`src/hdl/rfgm_pkg.sv`:
```
package rfgm_pkg;

  // Sizing of the queues.
  localparam int QUEUE_DEPTH = 16;
  localparam int HANDLE_BITS = 16;
  localparam int ROLE_COUNT  = 3;

  // Fixed widths of the ports.
  localparam int KIND_BITS   = 2;
  localparam int ROLE_BITS   = 2;
  localparam int FIELD_BITS  = 16;
  localparam int STATUS_BITS = 2;
  localparam int TOTAL_BITS  = 6;
  localparam int TOTAL_MAX   = 63;

  // Fill counter must hold the depth itself.
  localparam int CNT_W = $clog2(QUEUE_DEPTH + 1);
  // Sum of the three counters, never narrower than the total field.
  localparam int SUM_W = (CNT_W + 2 > TOTAL_BITS) ? CNT_W + 2 : TOTAL_BITS;

  // Operation codes of the kind field.
  localparam logic [KIND_BITS-1:0] KIND_PUSH  = 2'd0;
  localparam logic [KIND_BITS-1:0] KIND_POP   = 2'd1;
  localparam logic [KIND_BITS-1:0] KIND_GROUP = 2'd2;

  // Status codes.
  localparam logic [STATUS_BITS-1:0] ST_DONE    = 2'd0;
  localparam logic [STATUS_BITS-1:0] ST_DROPPED = 2'd1;
  localparam logic [STATUS_BITS-1:0] ST_EMPTY   = 2'd2;

  typedef logic [HANDLE_BITS-1:0] handle_t;
  typedef logic [CNT_W-1:0]       count_t;

  // Per-queue command for one cycle.
  typedef struct packed {
    logic push;
    logic pop;
  } q_cmd_t;

  // Controls seen by one storage cell.
  typedef struct packed {
    logic load;
    logic shift;
  } cell_ctrl_t;

  function automatic handle_t to_handle(input logic [FIELD_BITS-1:0] field);
    handle_t h;
    for (int b = 0; b < HANDLE_BITS; b++) begin
      h[b] = (b < FIELD_BITS) ? field[b] : 1'b0;
    end
    return h;
  endfunction

  function automatic logic [FIELD_BITS-1:0] to_field(input handle_t h);
    logic [FIELD_BITS-1:0] f;
    for (int b = 0; b < FIELD_BITS; b++) begin
      f[b] = (b < HANDLE_BITS) ? h[b] : 1'b0;
    end
    return f;
  endfunction

endpackage

```
`src/hdl/rfgm_cell.sv`:
```
// One slot of a role queue: loads a pushed handle when it sits at the tail,
// and takes its neighbour's handle when the queue advances.
module rfgm_cell (
  input  logic                clk_i,
  input  rfgm_pkg::cell_ctrl_t ctrl_i,
  input  rfgm_pkg::handle_t   push_data_i,
  input  rfgm_pkg::handle_t   next_data_i,
  output rfgm_pkg::handle_t   data_o
);

  rfgm_pkg::handle_t data_q;
  rfgm_pkg::handle_t data_d;

  always_comb begin
    data_d = data_q;
    if (ctrl_i.load) begin
      data_d = push_data_i;
    end else if (ctrl_i.shift) begin
      data_d = next_data_i;
    end
  end

  always_ff @(posedge clk_i) begin
    data_q <= data_d;
  end

  assign data_o = data_q;

endmodule

```
`src/hdl/rfgm_queue.sv`:
```
// One role queue as a row of cells; cell zero always holds the front.
module rfgm_queue (
  input  logic                clk_i,
  input  logic                rst_ni,
  input  rfgm_pkg::q_cmd_t    cmd_i,
  input  rfgm_pkg::handle_t   push_data_i,
  output rfgm_pkg::count_t    count_o,
  output rfgm_pkg::handle_t   front_o
);

  rfgm_pkg::count_t  count_q;
  rfgm_pkg::count_t  count_d;
  rfgm_pkg::handle_t cell_data [rfgm_pkg::QUEUE_DEPTH];

  always_comb begin
    count_d = count_q;
    if (cmd_i.push) begin
      count_d = count_q + rfgm_pkg::count_t'(1);
    end else if (cmd_i.pop) begin
      count_d = count_q - rfgm_pkg::count_t'(1);
    end
  end

  always_ff @(posedge clk_i or negedge rst_ni) begin
    if (!rst_ni) begin
      count_q <= '0;
    end else begin
      count_q <= count_d;
    end
  end

  for (genvar i = 0; i < rfgm_pkg::QUEUE_DEPTH; i++) begin : g_cell
    rfgm_pkg::cell_ctrl_t ctrl;
    rfgm_pkg::handle_t    next_data;

    assign ctrl.load  = cmd_i.push && (count_q == rfgm_pkg::count_t'(i));
    assign ctrl.shift = cmd_i.pop;

    if (i == rfgm_pkg::QUEUE_DEPTH - 1) begin : g_last
      assign next_data = cell_data[i];
    end else begin : g_mid
      assign next_data = cell_data[i+1];
    end

    rfgm_cell u_cell (
      .clk_i       (clk_i),
      .ctrl_i      (ctrl),
      .push_data_i (push_data_i),
      .next_data_i (next_data),
      .data_o      (cell_data[i])
    );
  end

  assign count_o = count_q;
  assign front_o = cell_data[0];

endmodule

```
`src/hdl/role_fifo_group_matcher.sv`:
```
// Role queue group matcher. Three first-in-first-out queues of player
// handles (defender, hunter, bard) take one command word per clock cycle:
// push a handle, pop the front of one role, or pop a whole group. A word is
// taken at a rising edge where start is high and busy is low; busy is high
// from reset until the first rising edge after it and low from then on, so
// a new word may follow in every cycle. The result word appears on the
// result ports in the cycle after the command is taken, for exactly one
// cycle, marked by result_valid_o; the receiver cannot stall it, so it must
// capture the word in that cycle. Each queue is a row of cells that shifts
// forward on a pop and loads at the tail on a push, all within the
// accepting edge.
module role_fifo_group_matcher (
  input  logic        clk_i,
  input  logic        rst_ni,
  input  logic        start,
  output logic        busy,
  input  logic [1:0]  kind_i,
  input  logic [1:0]  role_i,
  input  logic [15:0] player_i,
  output logic        result_valid_o,
  output logic [1:0]  status_o,
  output logic [5:0]  total_held_o,
  output logic        group_ready_o,
  output logic [15:0] defender_front_o,
  output logic        defender_valid_o,
  output logic [15:0] hunter_front_o,
  output logic        hunter_valid_o,
  output logic [15:0] bard_front_o,
  output logic        bard_valid_o
);

  localparam int RC = rfgm_pkg::ROLE_COUNT;

  logic busy_q;
  logic valid_q;
  logic valid_d;
  logic [rfgm_pkg::STATUS_BITS-1:0] status_q;
  logic [rfgm_pkg::STATUS_BITS-1:0] status_d;

  logic              accept;
  rfgm_pkg::q_cmd_t  cmd     [RC];
  rfgm_pkg::count_t  count   [RC];
  rfgm_pkg::handle_t front   [RC];
  logic [RC-1:0]     nonempty;
  logic [RC-1:0]     role_hit;
  logic [RC-1:0]     can_push;
  logic              all_ready;
  rfgm_pkg::handle_t push_data;
  logic [rfgm_pkg::SUM_W-1:0] total_sum;
  logic [rfgm_pkg::FIELD_BITS-1:0] front_field [RC];

  assign accept    = start && !busy_q;
  assign push_data = rfgm_pkg::to_handle(player_i);

  for (genvar q = 0; q < RC; q++) begin : g_flags
    assign nonempty[q] = (count[q] != '0);
    assign role_hit[q] = (role_i == rfgm_pkg::ROLE_BITS'(q));
    assign can_push[q] = (count[q] != rfgm_pkg::count_t'(rfgm_pkg::QUEUE_DEPTH));
  end

  assign all_ready = &nonempty;

  // Decode the command into per-queue push and pop requests. A role code
  // with no queue behind it matches nothing and so reports the failure.
  always_comb begin
    status_d = rfgm_pkg::ST_DONE;
    for (int q = 0; q < RC; q++) begin
      cmd[q] = '0;
    end
    if (accept) begin
      case (kind_i)
        rfgm_pkg::KIND_PUSH: begin
          if ((role_hit & can_push) != '0) begin
            for (int q = 0; q < RC; q++) begin
              cmd[q].push = role_hit[q];
            end
          end else begin
            status_d = rfgm_pkg::ST_DROPPED;
          end
        end
        rfgm_pkg::KIND_POP: begin
          if ((role_hit & nonempty) != '0) begin
            for (int q = 0; q < RC; q++) begin
              cmd[q].pop = role_hit[q];
            end
          end else begin
            status_d = rfgm_pkg::ST_EMPTY;
          end
        end
        rfgm_pkg::KIND_GROUP: begin
          if (all_ready) begin
            for (int q = 0; q < RC; q++) begin
              cmd[q].pop = 1'b1;
            end
          end else begin
            status_d = rfgm_pkg::ST_EMPTY;
          end
        end
        default: begin
          // The spare kind code is a no-operation that still reports done.
          status_d = rfgm_pkg::ST_DONE;
        end
      endcase
    end
  end

  for (genvar q = 0; q < RC; q++) begin : g_queue
    rfgm_queue u_queue (
      .clk_i       (clk_i),
      .rst_ni      (rst_ni),
      .cmd_i       (cmd[q]),
      .push_data_i (push_data),
      .count_o     (count[q]),
      .front_o     (front[q])
    );
    // An empty queue reports a zero front whatever its cells hold.
    assign front_field[q] = nonempty[q] ? rfgm_pkg::to_field(front[q]) : '0;
  end

  assign valid_d = accept;

  always_ff @(posedge clk_i or negedge rst_ni) begin
    if (!rst_ni) begin
      busy_q  <= 1'b1;
      valid_q <= 1'b0;
    end else begin
      busy_q  <= 1'b0;
      valid_q <= valid_d;
    end
  end

  always_ff @(posedge clk_i) begin
    if (accept) begin
      status_q <= status_d;
    end
  end

  // The state fields are read straight from the queues, which only change
  // on an accepted word, so they line up with the registered status.
  always_comb begin
    total_sum = '0;
    for (int q = 0; q < RC; q++) begin
      total_sum = total_sum + rfgm_pkg::SUM_W'(count[q]);
    end
  end

  assign total_held_o = (total_sum > rfgm_pkg::SUM_W'(rfgm_pkg::TOTAL_MAX))
                        ? rfgm_pkg::TOTAL_BITS'(rfgm_pkg::TOTAL_MAX)
                        : total_sum[rfgm_pkg::TOTAL_BITS-1:0];

  assign busy             = busy_q;
  assign result_valid_o   = valid_q;
  assign status_o         = status_q;
  assign group_ready_o    = all_ready;
  assign defender_front_o = front_field[0];
  assign defender_valid_o = nonempty[0];
  assign hunter_front_o   = front_field[1];
  assign hunter_valid_o   = nonempty[1];
  assign bard_front_o     = front_field[2];
  assign bard_valid_o     = nonempty[2];

endmodule

```
`config.mk`:
```
export PLATFORM = sky130hd
export DESIGN_NAME = role_fifo_group_matcher
export DESIGN_NICKNAME = d
export VERILOG_FILES = /design/src/hdl/rfgm_pkg.sv /design/src/hdl/rfgm_cell.sv /design/src/hdl/rfgm_queue.sv /design/src/hdl/role_fifo_group_matcher.sv
export SDC_FILE = /design/constraint.sdc
export NUM_CORES = 1
export LEC_CHECK = 0
export BUFFER_PORTS_ARGS = -buffer_cell sky130_fd_sc_hd__buf_2
export CAP_MARGIN = 20
export CORE_ASPECT_RATIO = 1.25
export CORE_MARGIN = 4
export CORE_UTILIZATION = 42
export DETAILED_ROUTE_END_ITERATION = 8
export PLACE_DENSITY = 0.6
export SLEW_MARGIN = 5
export SYNTH_ARGS = -nofsm -noshare
export SYNTH_HDL_FRONTEND = slang
export SYNTH_SLANG_ARGS = --single-unit
```
`constraint.sdc`:
```
create_clock -name clk_i -period 3.5 [get_ports clk_i]
set_clock_uncertainty 0.1 [all_clocks]
set_input_delay 0.7 -clock clk_i [delete_from_list [all_inputs] [get_ports clk_i]]
set_output_delay 0.7 -clock clk_i [all_outputs]
set_load 0.05 [all_outputs]
```
* Word-level counts from Yosys, hierarchy flattened
Cells that the tools add are included.
Word-level totals: flip-flop bits (word level) 787, logic and storage cells 344
Cells by class: add/subtract/negate cells 8, $lt $le $gt $ge 1, equality and inequality tests 52, mux-type cells 118, bitwise gates (word level) 2, reductions and logical operators 109
Operator list (count):
- two-way mux 16 bit | 93
- equality test 5 x 4 -> 1 bit (second input constant) | 24
- nonzero test 2 bit | 48
- equality test 5 x 3 -> 1 bit (second input constant) | 12
- logical AND 1 bit | 49
- equality test 5 x 2 -> 1 bit (second input constant) | 6
- two-way mux 5 bit | 6
- adder 5 x 1 -> 5 bit (second input constant) | 3
- equality test 5 x 1 -> 1 bit (second input constant) | 3
- logical NOT 5 bit | 3
- != test 5 bit (second input constant) | 3
- nonzero test 5 bit | 3
- subtractor 5 x 1 -> 5 bit (second input constant) | 3
- two-way mux 6 bit | 2
- two-way mux 1 bit | 11
- adder 6 x 5 -> 7 bit | 1
- > comparator 7 x 6 -> 1 bit (second input constant) | 1
- adder 5 x 5 -> 6 bit | 1
- AND 3 bit | 2
- case mux 1 bit (2 select lines) | 3
- case mux 2 bit (3 select lines) | 1
- nonzero test 3 bit | 2
- equality test 2 x 1 -> 1 bit (second input constant) | 2
- equality test 2 bit (second input constant) | 2
- other kinds (4) | 6

* Depth between registers and ports, before layout
depth after elaboration 8, gate-level depth with buffers 11

* By module
From an unflattened synthesis, not the netlist that was laid out.
Second synthesis, totals: cell total of the unflattened synthesis 1995, area, all modules 37683.6 sq um
Modules (own cells, without submodules):
- rfgm_cell | times used 48, cells each 35, area an instance 732.0 sq um
- rfgm_queue | times used 3, cells each 58, area an instance 466.7 sq um
- role_fifo_group_matcher | times used 1, cells each 141, area an instance 1149.9 sq um

* Worst setup path after synthesis
No wires, ideal clock.
kind register to output, start register g_queue[0].u_queue.count_q[2], end output total_held_o[4], arrival time 2939 ps, required time 2700 ps, setup slack -239 ps, cell stages (with the launch flop) 10, cell sequence dfrtp_1 clkbuf_1 inv_1 fa_1 inv_1 ha_1 a21o_1 a21oi_1 nor2b_1 o21ai_0
On the way: longest elaborated chain between the ends 4
RTL lines:
- start: declaration | RTL line rfgm_queue.sv:11 | rfgm_pkg::count_t count_q;
- start signal: assignment | RTL line rfgm_queue.sv:28 | count_q <= count_d;
- adder 5 x 5 -> 6 bit (*) | RTL line role_fifo_group_matcher.sv:143 | total_sum = total_sum + rfgm_pkg::SUM_W'(count[q]);
- adder 6 x 5 -> 7 bit (*) | RTL line role_fifo_group_matcher.sv:143
- > comparator 7 x 6 -> 1 bit | RTL line role_fifo_group_matcher.sv:147 | assign total_held_o = (total_sum > rfgm_pkg::SUM_W'(rfgm_pkg::TOTAL_MAX))
- two-way mux 6 bit (*) | RTL line role_fifo_group_matcher.sv:148 | ? rfgm_pkg::TOTAL_BITS'(rfgm_pkg::TOTAL_MAX)
- end: declaration | RTL line role_fifo_group_matcher.sv:22 | output logic [5:0] total_held_o,
Mark *: on every way between the ends. The rest lies on a longest branch, timed or not.

* Worst setup path after layout
start register g_queue[2].u_queue.count_q[1], end output total_held_o[5]
On the way: longest elaborated chain between the ends 3
RTL lines (RTL line):
- start: declaration | rfgm_queue.sv:11
- start signal: assignment | rfgm_queue.sv:28
- adder 6 x 5 -> 7 bit (*) | role_fifo_group_matcher.sv:143
- > comparator 7 x 6 -> 1 bit | role_fifo_group_matcher.sv:147
- two-way mux 6 bit (*) | role_fifo_group_matcher.sv:148
Marks and branches as above.

==> reports/metrics.yaml <==
status:
  status: "finished, violations left"
  violations: "negative setup slack"
cts:
  clock_path_buffers: 3
  cts_root_buffer: "clkbuf_16"
  cts.sinks: 787
  tritoncts: "yes"
  cts_buffers: 76
  clkLatencyLatePin_ns: 0.63
  htreeDepth: 3
  clk_pin_slew_ns: 0.06
power_and_ir_drop:
  leakage_nw: 13.31
  ir_drop_mv: 1.207
  powerDensity_nw_per_um2: 573.5
yosys:
  synth_edf_count: 770
  synth-async-reset-ratio_pct: 2.160
  yosysTopAreaCellShare_pct: 66.84
  synth_flop_cell: "edfxtp_1"
  synth_seq_cells: 787
  synth_nets: 2045
  yosys_warnings: 0
  synth_top_cell_by_area: "edfxtp_1"
  synth_cell_types: 50
  yosys-top-cells-area: "edfxtp_1 (67%), mux2_2 (23%), dfrtp_1 (1.2%)"
  synth_area_um2: 34590
  syn_avg_cell_area_um2: 17.38
  yosysSeqAreaShare_pct: 68.07
  synthCells: 1990
critical_path:
  reg2reg_slack_ns: 0.46
  reg2reg_to: "g_queue[1].u_queue.g_cell[7].u_cell.data_o[13]$_DFFE_PP_"
  worst_r2r_startpoint: "g_queue[0].u_queue.count_o[0]$_DFFE_PN0P_"
  rr_worst_depth: 8
  start_kind: "flip-flop"
  critPathKind: "flip-flop to output port"
  worst-path-max-fanout: 2
  crit_arrival_ns: 2.85
  cp_data_required_time_ns: 2.70
  end_kind: "output port"
placed_design:
  placedCellCount: 3111
  portBuffers: 84
  post-place-ws_ns: 0.05989
  gp_congestion: 0.8420
  dp_hpwl_um: 41460
floorplanning:
  io_pins: 85
  start_util_pct: 42.43
  num_rows: 117
  die_y_um: 328.9
  dieWidth_um: 264.7
  fp.dieArea_um2: 87050
  core_um2: 81540
grt:
  grt_pass1_wl_um: 98740
  antenna_found_initial: 1
  grt_use_met2_pct: 23.03
  track_usage_pct: 14.32
  use_met3_pct: 3.179
  grt_max_degree: 33
  grt_pass1_vias: 17260
  grt.overflow.total: 0
  gr-usage-met1_pct: 19.75
  grt-busiest-layer: "met2"
layout:
  final_nets: 2192
  instances_no_fill: 3266
  nFillCells: 6633
  drive_above_1_share_pct: 50.52
  diodes: 0
  area_delta_synth_final_pct: 13.43
routing:
  via_per_inst: 5.104
  routedWlPerCell_um: 18.98
  dr.pass1.iters: 5
  dr_total_vias: 16670
  initialDrtViolationCount: 887
  routed_wl_um: 61980
  drc: 0
  ant_nets: 0
timing:
  min_period_over_period_pct: 104.3
  rsz0062_at_grt: "yes"
  maxSlewViolCount: 0
  worst_slack_ns: -0.1507
  fmax_mhz: 273.9
  whs_ns: 0.3193
  fin_crit_ns: 3.651
  hold_viol_final: 0
  maxSlewHeadroom_pct: 56.03
  setup_violations: 6
  worstMarginPinSlew_ns: 0.6551
  tns_ns: -0.7253
job:
  cap_violations: 0
hold_path:
  holdPathStages: 2
  hold_path.class: "input pin to flip-flop"
  min_to: "result_valid_o$_DFF_PN0_"
  hp-start: "start"
## metrics by stage
stage	total power [W]	util, %	cell area, um^2
floorplan	0.01303	-	34590
global placement	0.01391	44.80	36530
detailed placement	0.01397	44.80	36530
CTS	0.02259	48.05	39180
global route	0.02343	48.13	39240
finish	0.02251	48.13	39240
## sequential cells by signal, indices dropped and copies added (netlist names)
register                              flops
g_queue.u_queue.g_cell.u_cell.data_o    768
result_valid_o                            1
g_queue.u_queue.count_o                  15
busy                                      1
status_o                                  2
## metal layers
| layer | up-vias | share of wire [%] |
|---|---|---|
| met2 | 349 | 47 |
| met1 | 8327 | 45 |
| met5 | - | 0 |
| met3 | 88 | 5.7 |
| li1 | 7906 | - |
| met4 | 0 | 2.0 |
## where the power goes
| group | switching [W] | total [W] | internal (W) |
|---|---|---|---|
| clock | 0.00336 | 0.00800 | 0.00464 |
| combinational | 0.00241 | 0.00379 | 0.00138 |
| sequential | 0.000138 | 0.0107 | 0.0106 |
| total | 0.00591 | 0.0225 | 0.0166 |
## worst max-delay path, stage by stage (launching register included)
cell and delay, ns:
dfrtp_1 0.40, inv_2 0.08, fa_1 0.42, inv_1 0.07, ha_2 0.17, inv_2 0.04
fa_2 0.33, nor2b_2 0.13, o21a_1 0.18, nand3_2 0.10, o21ai_2 0.07, nand2b_1 0.09
buf_6 0.16
## placed cells by master, fill, tap and decap left out, drive strengths merged, types with 10 or more instances in the layout
cell type / count
dfrtp: 16
nor2: 21
nand2: 67
nor3: 10
clkinv: 25
xnor2: 12
nand2b: 11
o21ai: 26
buf: 215
nand3: 19
nor2b: 56
inv: 30
ha: 26
mux2: 720
clkbuf: 104
edfxtp: 770
## Yosys cell counts, drive strengths merged (16+ instances only)
cell type and instances:
o21ai 26, nand2 67, buf 71, inv 28, mux2 720, edfxtp 770
dfrtp 16, clkbuf 77, nor2b 56, nor2 21, ha 26, nand3 19
## layout make-up
cell class / count / area [um^2] / share of cell area (%)
tap: 1071 / 1340 / 3.415
timing repair buffer: 217 / 1465 / 3.734
clock inverter: 33 / 319.1 / 0.8131
multi-input combinational: 1027 / 10330 / 26.33
sequential: 787 / 23550 / 60.02
clock buffer: 103 / 2128 / 5.424
inverter: 28 / 105.1 / 0.2678
## how the worst max path moves through the flow
stage / startpoint / endpoint / slack, ns
after floorplan: kind_i[0] / g_queue[0].u_queue.g_cell[4].u_cell.data_o[0]$_DFFE_PP_ / 0.02
after global placement: g_queue[2].u_queue.count_o[1]$_DFFE_PN0P_ / total_held_o[5] / 0.19
after detailed placement: g_queue[2].u_queue.count_o[1]$_DFFE_PN0P_ / total_held_o[4] / 0.06
after CTS: g_queue[1].u_queue.count_o[2]$_DFFE_PN0P_ / total_held_o[3] / -0.16
after global routing: g_queue[1].u_queue.count_o[2]$_DFFE_PN0P_ / total_held_o[1] / -0.27
final: g_queue[2].u_queue.count_o[1]$_DFFE_PN0P_ / total_held_o[5] / -0.15
## timing repair
| item | in CTS | in global routing |
|---|---|---|
| resized for setup | 34 | 11 |
| setup endpoints to repair | 40 | 28 |
| buffers inserted | 14 | 4 |
| endpoints found under the hold margin | 16 | 0 |
| hold buffers | 1 | 0 |
| pin swaps | 8 | 3 |
## kinds of logic (layout without fill, tap and decap cells)
| kind of cell | count (synthesis) | count (layout) | share of synthesized area [%] |
|---|---|---|---|
| flops | 787 | 787 | 68.07 |
| fa+ha+maj | 32 | 32 | 1.288 |
| simple gates | 217 | 217 | 3.704 |
| xor+xnor | 12 | 12 | 0.3038 |
| buf+inv | 176 | 381 | 2.336 |
| other cells | 1 | 1 | 0.01084 |
| mux | 724 | 724 | 23.55 |
| compound gates | 41 | 41 | 0.7343 |
Power figures use the tool's default switching activity.
